--- src/hdl/vlfg_pkg.sv ---
`timescale 1ns / 1ps
// Shared sizes, word types, controller states and control structs for the voxel line fill grid.
// Depends on nothing; every other file of the block imports it.
package vlfg_pkg;

   localparam int AXIS_CELLS      = 16;
   localparam int COORD_FRAC_BITS = 8;
   localparam int VALUE_BITS      = 16;

   localparam int POS_W       = 16;
   localparam int CELL_OUT_W  = 8;
   localparam int READ_W      = 16;
   localparam int SIZE_REG_W  = 5;
   localparam int STORE_DEPTH = AXIS_CELLS * AXIS_CELLS * AXIS_CELLS;
   localparam int ADDR_W      = $clog2(STORE_DEPTH);
   localparam int IDX_W       = $clog2(AXIS_CELLS);
   localparam int SZ_W        = $clog2(AXIS_CELLS + 1);
   localparam int CW          = (POS_W - COORD_FRAC_BITS + 2 > IDX_W + 2) ?
                                (POS_W - COORD_FRAC_BITS + 2) : (IDX_W + 2);
   localparam int MAX_WALK    = 3 * (AXIS_CELLS - 1) + 1;
   localparam int WALK_CNT_W  = $clog2(MAX_WALK);
   localparam int AD_W        = POS_W;
   localparam int N_W         = COORD_FRAC_BITS + $clog2(MAX_WALK + 2);
   localparam int NCALC_W     = CW + COORD_FRAC_BITS + 2;
   localparam int PROD_W      = N_W + AD_W;
   localparam int T_W         = PROD_W + 1;
   localparam int MUL_STEPS   = 6;
   localparam int MUL_CNT_W   = $clog2(MUL_STEPS + 1);

   localparam int CSR_IDX_W = 2;
   localparam logic [CSR_IDX_W-1:0] CSR_SIZE_X = CSR_IDX_W'(0);
   localparam logic [CSR_IDX_W-1:0] CSR_SIZE_Y = CSR_IDX_W'(1);
   localparam logic [CSR_IDX_W-1:0] CSR_SIZE_Z = CSR_IDX_W'(2);
   localparam logic [SIZE_REG_W-1:0] SIZE_RESET = SIZE_REG_W'(16);

   localparam logic [1:0] OP_READ  = 2'd0;
   localparam logic [1:0] OP_WRITE = 2'd1;
   localparam logic [1:0] OP_FILL  = 2'd2;

   typedef logic signed [CW-1:0] cell_type;
   typedef logic [SZ_W-1:0]      size_type;

   typedef struct packed {
      logic [1:0]              operation;
      logic signed [POS_W-1:0] start_x;
      logic signed [POS_W-1:0] start_y;
      logic signed [POS_W-1:0] start_z;
      logic signed [POS_W-1:0] end_x;
      logic signed [POS_W-1:0] end_y;
      logic signed [POS_W-1:0] end_z;
      logic [15:0]             value;
   } req_type;

   typedef struct packed {
      logic signed [CELL_OUT_W-1:0] cell_x;
      logic signed [CELL_OUT_W-1:0] cell_y;
      logic signed [CELL_OUT_W-1:0] cell_z;
      logic                         inside_res;
      logic [READ_W-1:0]            read_value;
      logic                         last;
   } rsp_type;

   typedef enum logic [2:0] {
      ST_CLEAR,
      ST_IDLE,
      ST_DECODE,
      ST_SINGLE,
      ST_MUL,
      ST_WALK
   } state_type;

   typedef struct packed {
      logic load;
      logic prep;
      logic rd_en;
      logic single_emit;
      logic mul;
      logic walk_emit;
      logic clear;
   } cmd_type;

   typedef struct packed {
      logic [1:0] op;
      logic       start_inside;
      logic       mul_done;
      logic       out_free;
      logic       walk_last;
      logic       clear_last;
   } status_type;

endpackage

--- src/hdl/vlfg_ctrl.sv ---
`timescale 1ns / 1ps
// Controller of the voxel line fill grid: store clearing, decode, multiply setup and walk sequencing.
// Depends on vlfg_pkg; drives the datapath through cmd_type and reads status_type.
module vlfg_ctrl (
   input  logic                 clock,
   input  logic                 reset,
   input  logic                 req_valid,
   output logic                 req_ready,
   output vlfg_pkg::cmd_type    cmd,
   input  vlfg_pkg::status_type status
);
   import vlfg_pkg::*;

   state_type state_ff;
   state_type state_in;

   always_ff @(posedge clock) begin
      if (reset) begin
         state_ff <= ST_CLEAR;
      end else begin
         state_ff <= state_in;
      end
   end

   always_comb begin
      state_in = state_ff;
      case (state_ff)
         ST_CLEAR: begin
            if (status.clear_last) begin
               state_in = ST_IDLE;
            end
         end
         ST_IDLE: begin
            if (req_valid) begin
               state_in = ST_DECODE;
            end
         end
         ST_DECODE: begin
            case (status.op)
               OP_READ, OP_WRITE: state_in = ST_SINGLE;
               OP_FILL:           state_in = status.start_inside ? ST_MUL : ST_IDLE;
               default:           state_in = ST_IDLE;
            endcase
         end
         ST_SINGLE: begin
            if (status.out_free) begin
               state_in = ST_IDLE;
            end
         end
         ST_MUL: begin
            if (status.mul_done) begin
               state_in = ST_WALK;
            end
         end
         ST_WALK: begin
            if (status.out_free && status.walk_last) begin
               state_in = ST_IDLE;
            end
         end
         default: state_in = ST_IDLE;
      endcase
   end

   always_comb begin
      cmd       = '0;
      req_ready = 1'b0;
      case (state_ff)
         ST_CLEAR: cmd.clear = 1'b1;
         ST_IDLE: begin
            req_ready = 1'b1;
            cmd.load  = req_valid;
         end
         ST_DECODE: begin
            cmd.prep  = 1'b1;
            cmd.rd_en = (status.op == OP_READ);
         end
         ST_SINGLE: cmd.single_emit = status.out_free;
         ST_MUL:    cmd.mul = 1'b1;
         ST_WALK:   cmd.walk_emit = status.out_free;
         default: ;
      endcase
   end

endmodule

--- config.mk ---
export PLATFORM = sky130hd
export DESIGN_NAME = vlfg_ctrl
export DESIGN_NICKNAME = d
export VERILOG_FILES = /design/src/hdl/vlfg_pkg.sv /design/src/hdl/vlfg_ctrl.sv
export SDC_FILE = /design/constraint.sdc
export NUM_CORES = 1
export LEC_CHECK = 0
export BUFFER_PORTS_ARGS = -buffer_cell sky130_fd_sc_hd__buf_2
export CELL_PAD_IN_SITES_DETAIL_PLACEMENT = 0
export CELL_PAD_IN_SITES_GLOBAL_PLACEMENT = 2
export CORE_UTILIZATION = 25
export CTS_CLUSTER_SIZE = 24
export DETAILED_ROUTE_END_ITERATION = 8
export HOLD_SLACK_MARGIN = 0.03
export PLACE_DENSITY = 0.83
export SYNTH_ARGS = -nofsm -noshare
export SYNTH_HDL_FRONTEND = slang
export SYNTH_SLANG_ARGS = --single-unit
--- constraint.sdc ---
create_clock -name clock -period 2.4 [get_ports clock]
set_input_delay 0 -clock clock [delete_from_list [all_inputs] [get_ports clock]]
set_output_delay 0 -clock clock [all_outputs]
set_load 0.005 [all_outputs]
### Yosys cells after proc, flatten, opt, wreduce, memory -nomap -nowiden

Index checks and enable logic that the tools add are counted.

| cells by class | value |
|---|---|
| bitwise gates (word level) | 0 |
| add/subtract/negate cells | 0 |
| divide/modulo/power cells | 0 |
| muxes and demuxes | 15 |
| multiply operators | 0 |
| reductions and logical operators | 5 |
| order comparisons | 0 |
| equal/unequal tests | 12 |
| shifts and indexed selects | 0 |

Operators by type and width:

| kind | count |
|---|---|
| $mux W3 | 6 |
| $pmux W3 S6 | 1 |
| $ne A2 B2 Y1 const B | 5 |
| $eq A3 B2 Y1 const B | 2 |
| $eq A3 B3 Y1 const B | 2 |
| $mux W1 | 6 |
| $pmux W3 S2 | 1 |
| $reduce_and A5 Y1 | 1 |
| $eq A3 B1 Y1 const B | 1 |
| $logic_not A3 Y1 | 1 |
| $eq A2 B1 Y1 const B | 1 |
| $eq A2 B2 Y1 const B | 1 |
| $logic_not A2 Y1 | 1 |
| $mux W2 | 1 |
| $reduce_or A2 Y1 | 1 |
| $logic_and A1 B1 Y1 | 1 |

| storage, ports and cells | value |
|---|---|
| output and inout bits | 8 |
| memory bits (read-only) | 0 |
| register bits after elaboration | 3 |
| memories kept | 0 |
| bits of input ports | 10 |
| bits in latches | 0 |
| memory bits (writable) | 0 |
| logic and storage cells | 33 |

### Longest topological paths before layout

| logic depth | value |
|---|---|
| depth after elaboration | 4 |
| mapped depth | 5 |

### Least setup slack after synthesis

OpenSTA, ideal clock, no wires.

| timing path | value |
|---|---|
| kind | flip-flop to flip-flop |
| start | reg state_ff[1] |
| end | reg state_ff[0] |
| arrival | 1223 ps |
| path buffers | 1 |
| library setup time | 121 ps |
| stages on the path, launching flop included | 6 |
| clock period less this slack | 1344 ps |
| setup slack | 1056 ps |
| cell sequence | dfxtp_1 -> buf_6 -> nand2b_4 -> o32ai_2 -> nand2b_4 -> mux2_4 |

| between the ends | value |
|---|---|
| cells in the longest elaborated chain, start to end | 3 |
| elaborated cells on any way between the ends | 13 |

Ends and longest elaborated chain:

| item | RTL line | RTL |
|---|---|---|
| start, declared | vlfg_ctrl.sv:14 | `state_type state_ff;` |
| start signal, assigned | vlfg_ctrl.sv:21 | `state_ff <= state_in;` |
| $eq A3 B3 Y1 (tied with other cells) | vlfg_ctrl.sv:27 | `case (state_ff)` |
| $ne A2 B2 Y1 (no source line) | - |  |
| $reduce_and A5 Y1 (no source line) | - |  |

Parallel ways exist; a longest one is shown, timed or not.
A chain may end at the register's enable or synchronous reset.

### Worst setup path in the final report

| timing path | value |
|---|---|
| start | reg state_ff[2] |
| end | reg state_ff[0] |

Same word-level chain as after synthesis.

==> out/results.txt <==
The run finished with clean final reports. The final worst-path setup slack is 874 ps. For hold timing, the worst endpoint is state_ff[1].

The clock transition time at the flip-flop clock pins of the worst setup and hold paths was 40 ps. The area of the placeable core came out at 0.00133 mm2. The number of antenna diodes in the final layout is 0.

The number of synthesized register bits was 3. The number of buffers added on ports works out to 17. The critical path class is reg2reg. The worst hold slack was 44.6 ps. Once layout is done, the placed cells without fillers occupy 460 um2. The first detailed-routing pass took 2 iterations. The top fanout value on the critical path works out to 10.

The reg-to-reg setup timing slack came out at 870 ps. In the routed layout, each cell is associated on average with a via count of 4.75. Largest register by flop count: state_ff. TritonCTS built the clock tree. In the global route stage, overall resource usage came out at 12.1%. Count of maximum capacitance violations: 0.

Depth of the worst register-to-register path: 4. The cell depth of the worst min-delay path came out at 2. A synthesized cell averages 9.58 um2. The synthesized netlist occupies a cell area of 364 um2. In this run the most critical hold path is launched from reset.

The instance count of the mapped netlist is 38, and the share of Yosys cell area claimed by the top area cell type is 16.5%. The prevailing post-synth register cell is dfxtp_1. For the setup TNS, the log shows 0 ps. The area growth from synthesis to layout is 26.5%. For the count of different cell masters after synthesis, the log shows 25.

The tree built by TritonCTS fans out to 3 sinks. The peak supply drop was 0.296 mV. Entering global routing, the biggest net connects 11 pins. The tools report the root buffer cell as clkbuf_4. For this run, the top clock speed supported by timing is 0.655 GHz.

The logs give 0 for the remaining global-route overflow and 69.3% for the remaining max-slew budget at the tightest pin. Row generation in the floorplan step produced 13 rows. From bottom edge to top edge, the die measures 40.2 um. Summed over all layers, the routed wires come to 777 um. After layout, the worst path uses 63.6% of the clock period. Type of destination of the critical path: a register. The number of hold violations in the final report is 0. Once placement finished, the instance area stood at 434 um2. The number of antenna violations at the first check in global routing was 0.

The maximum buffer depth of the clock tree was 2; the time the worst path needs with I/O delays and setup was 1530 ps. Flip-flop count of the largest register after layout: 3. Sorting the synthesized cells by area gives the leading types as dfxtp_1, buf_6, nand2b_4, a22oi_4, nor2_1. Number of nets in the layout: 67. The class of the tightest hold or removal check is in2reg.

The share of flip-flops with an asynchronous set or reset after synthesis came out at 0%. The final setup violation count was 0. The horizontal die dimension came out at 40.2 um. The detailed router placed 337 vias in this run.

The CTS H-tree depth was 1; the total CTS buffers was 3. The floorplan step defined a die boundary enclosing 0.00161 mm2. Data on the critical path arrives at its endpoint at 1640 ps. During I/O placement, the number of pins put on the boundary was 18.

The clock insertion delay at the later pin of the skew report was 230 ps. Remaining antenna violation count: 0. Detailed placement ended at an HPWL of 627 um. Setup repair after global routing left no endpoint under its margin. The largest registers in the layout are state_ff (3). The worst register-to-register path ends at state_ff[0]. dfxtp_1 takes more of the synthesized area than any other cell. The tools report the data required time at the worst endpoint as 2520 ps.

After detailed routing, the average wire length per cell comes to 10.9 um. The sequential area share after synthesis was 16.5%; the cell area power density was 872 mW/mm2. The share of the core filled with cells came out at 34.5%.

The worst register-to-register path begins at state_ff[2]. The weighted congestion reported at the end of routability-driven placement is 0.775. The total nets after synthesis is 48, and the transition at the pin with the smallest max-transition slack is 459 ps. Prior to clock tree synthesis, the placed netlist has a worst setup slack of 876 ps.

In the routed design, unresolved DRC markers number 0. Cells with a size suffix above 1 make up 53.6% of the layout. The tools report the number of gates given a new drive strength after cts as 0.

The leakage dissipation came out at 0.223 nW. The worst clock skew is 0.585 ps. The sort of element at the start of the critical path is a register. Yosys printed 0 warnings. The initial utilization of the core area, before any placement, comes to 27.3%.

The number of global-route vias before repair is 340, and the number of enable-type register cells in the synthesized netlist is 0. The number of setup buffers added after CTS is 0. Hold repair after CTS inserted 0 buffers. The first global-routing pass estimated 1300 um of wire. The number of DRC violations after detailed-routing iteration 0 came out at 2.

The final-report max-slew violation count was 0.
-- cell families (layout without fill, tap and decap cells) --
group,after synthesis,after routing,synth area share [%]
flops,3,3,16.5
simple gates,21,21,40.5
buf+inv,5,23,11.3
compound gates,6,6,21.3
xor+xnor,1,1,2.41
mux,2,2,7.90
-- layout make-up --
type,instances,area (um2)
clock buffers,4,26.3
multi-input cells,30,263
inverters,2,7.51
repair buffers,17,85.1
fillers,154,873
flip-flops and latches,3,60.1
well taps,15,18.8
-- critical path, stage by stage (launching register included) --
cell and delay (ps):
dfxtp_1 590, nand2b_4 90, o32ai_2 230, nand2b_4 190
mux2_4 290
-- per-stage QoR --
stage | std cells | total power, mW
after floorplan | 38 | 0.282
after global placement | 67 | 0.318
after detailed placement | 67 | 0.318
after CTS | 71 | 0.409
after global routing | 71 | 0.437
final | 71 | 0.401
-- worst max-delay path by stage --
| stage | startpoint | slack [ps] | depth (start not counted) | end |
|---|---|---|---|---|
| floorplan | state_ff[1] | 1060 | 5 | state_ff[0] |
| global placement | state_ff[2] | 860 | 4 | state_ff[0] |
| detailed placement | state_ff[2] | 880 | 4 | state_ff[0] |
| CTS | state_ff[2] | 870 | 4 | state_ff[0] |
| global route | state_ff[1] | 800 | 4 | cmd[4] |
| finish | state_ff[2] | 870 | 4 | state_ff[0] |
-- report_power, final --
| group | leakage (nW) | switching, mW | internal [mW] |
|---|---|---|---|
| sequential | 0.0246 | 0.0348 | 0.0640 |
| combinational | 0.183 | 0.0992 | 0.115 |
| clock | 0.0150 | 0.0263 | 0.0623 |
| total | 0.223 | 0.160 | 0.241 |
-- per-layer routing --
layer	vias up	share of wire, %	global-route usage (%)
li1	169	-	-
met3	0	4.2	0.556
met4	0	0	9.48
met1	157	45	13.5
met5	-	0	0
met2	11	51	21.0
-- synthesized netlist by cell type (all sizes together), types with 2 or more instances --
library cell  count
nor2b             2
buf               3
and3              2
nand2b            2
inv               2
nor3              2
dfxtp             3
and2              2
nor3b             2
nor2              5
-- placed cells by master (no fill, tap or decap), drive strengths merged --
master	synthesis	routed
and3	2	2
inv	2	2
o41ai	1	1
a31o	1	1
mux2i	1	1
nor3b	2	2
dfxtp	3	3
o32ai	1	1
nor2	5	5
and2	2	2
and3b	1	1
nor4b	1	1
a22oi	1	1
nor2b	2	2
xnor2	1	1
mux2	1	1
or2b	1	1
clkbuf	0	4
a211oi	1	1
nor3	2	2
nand3	1	1
a21boi	1	1
nand2b	2	2
buf	3	17
Note: power is estimated with default switching activity, not from simulation.
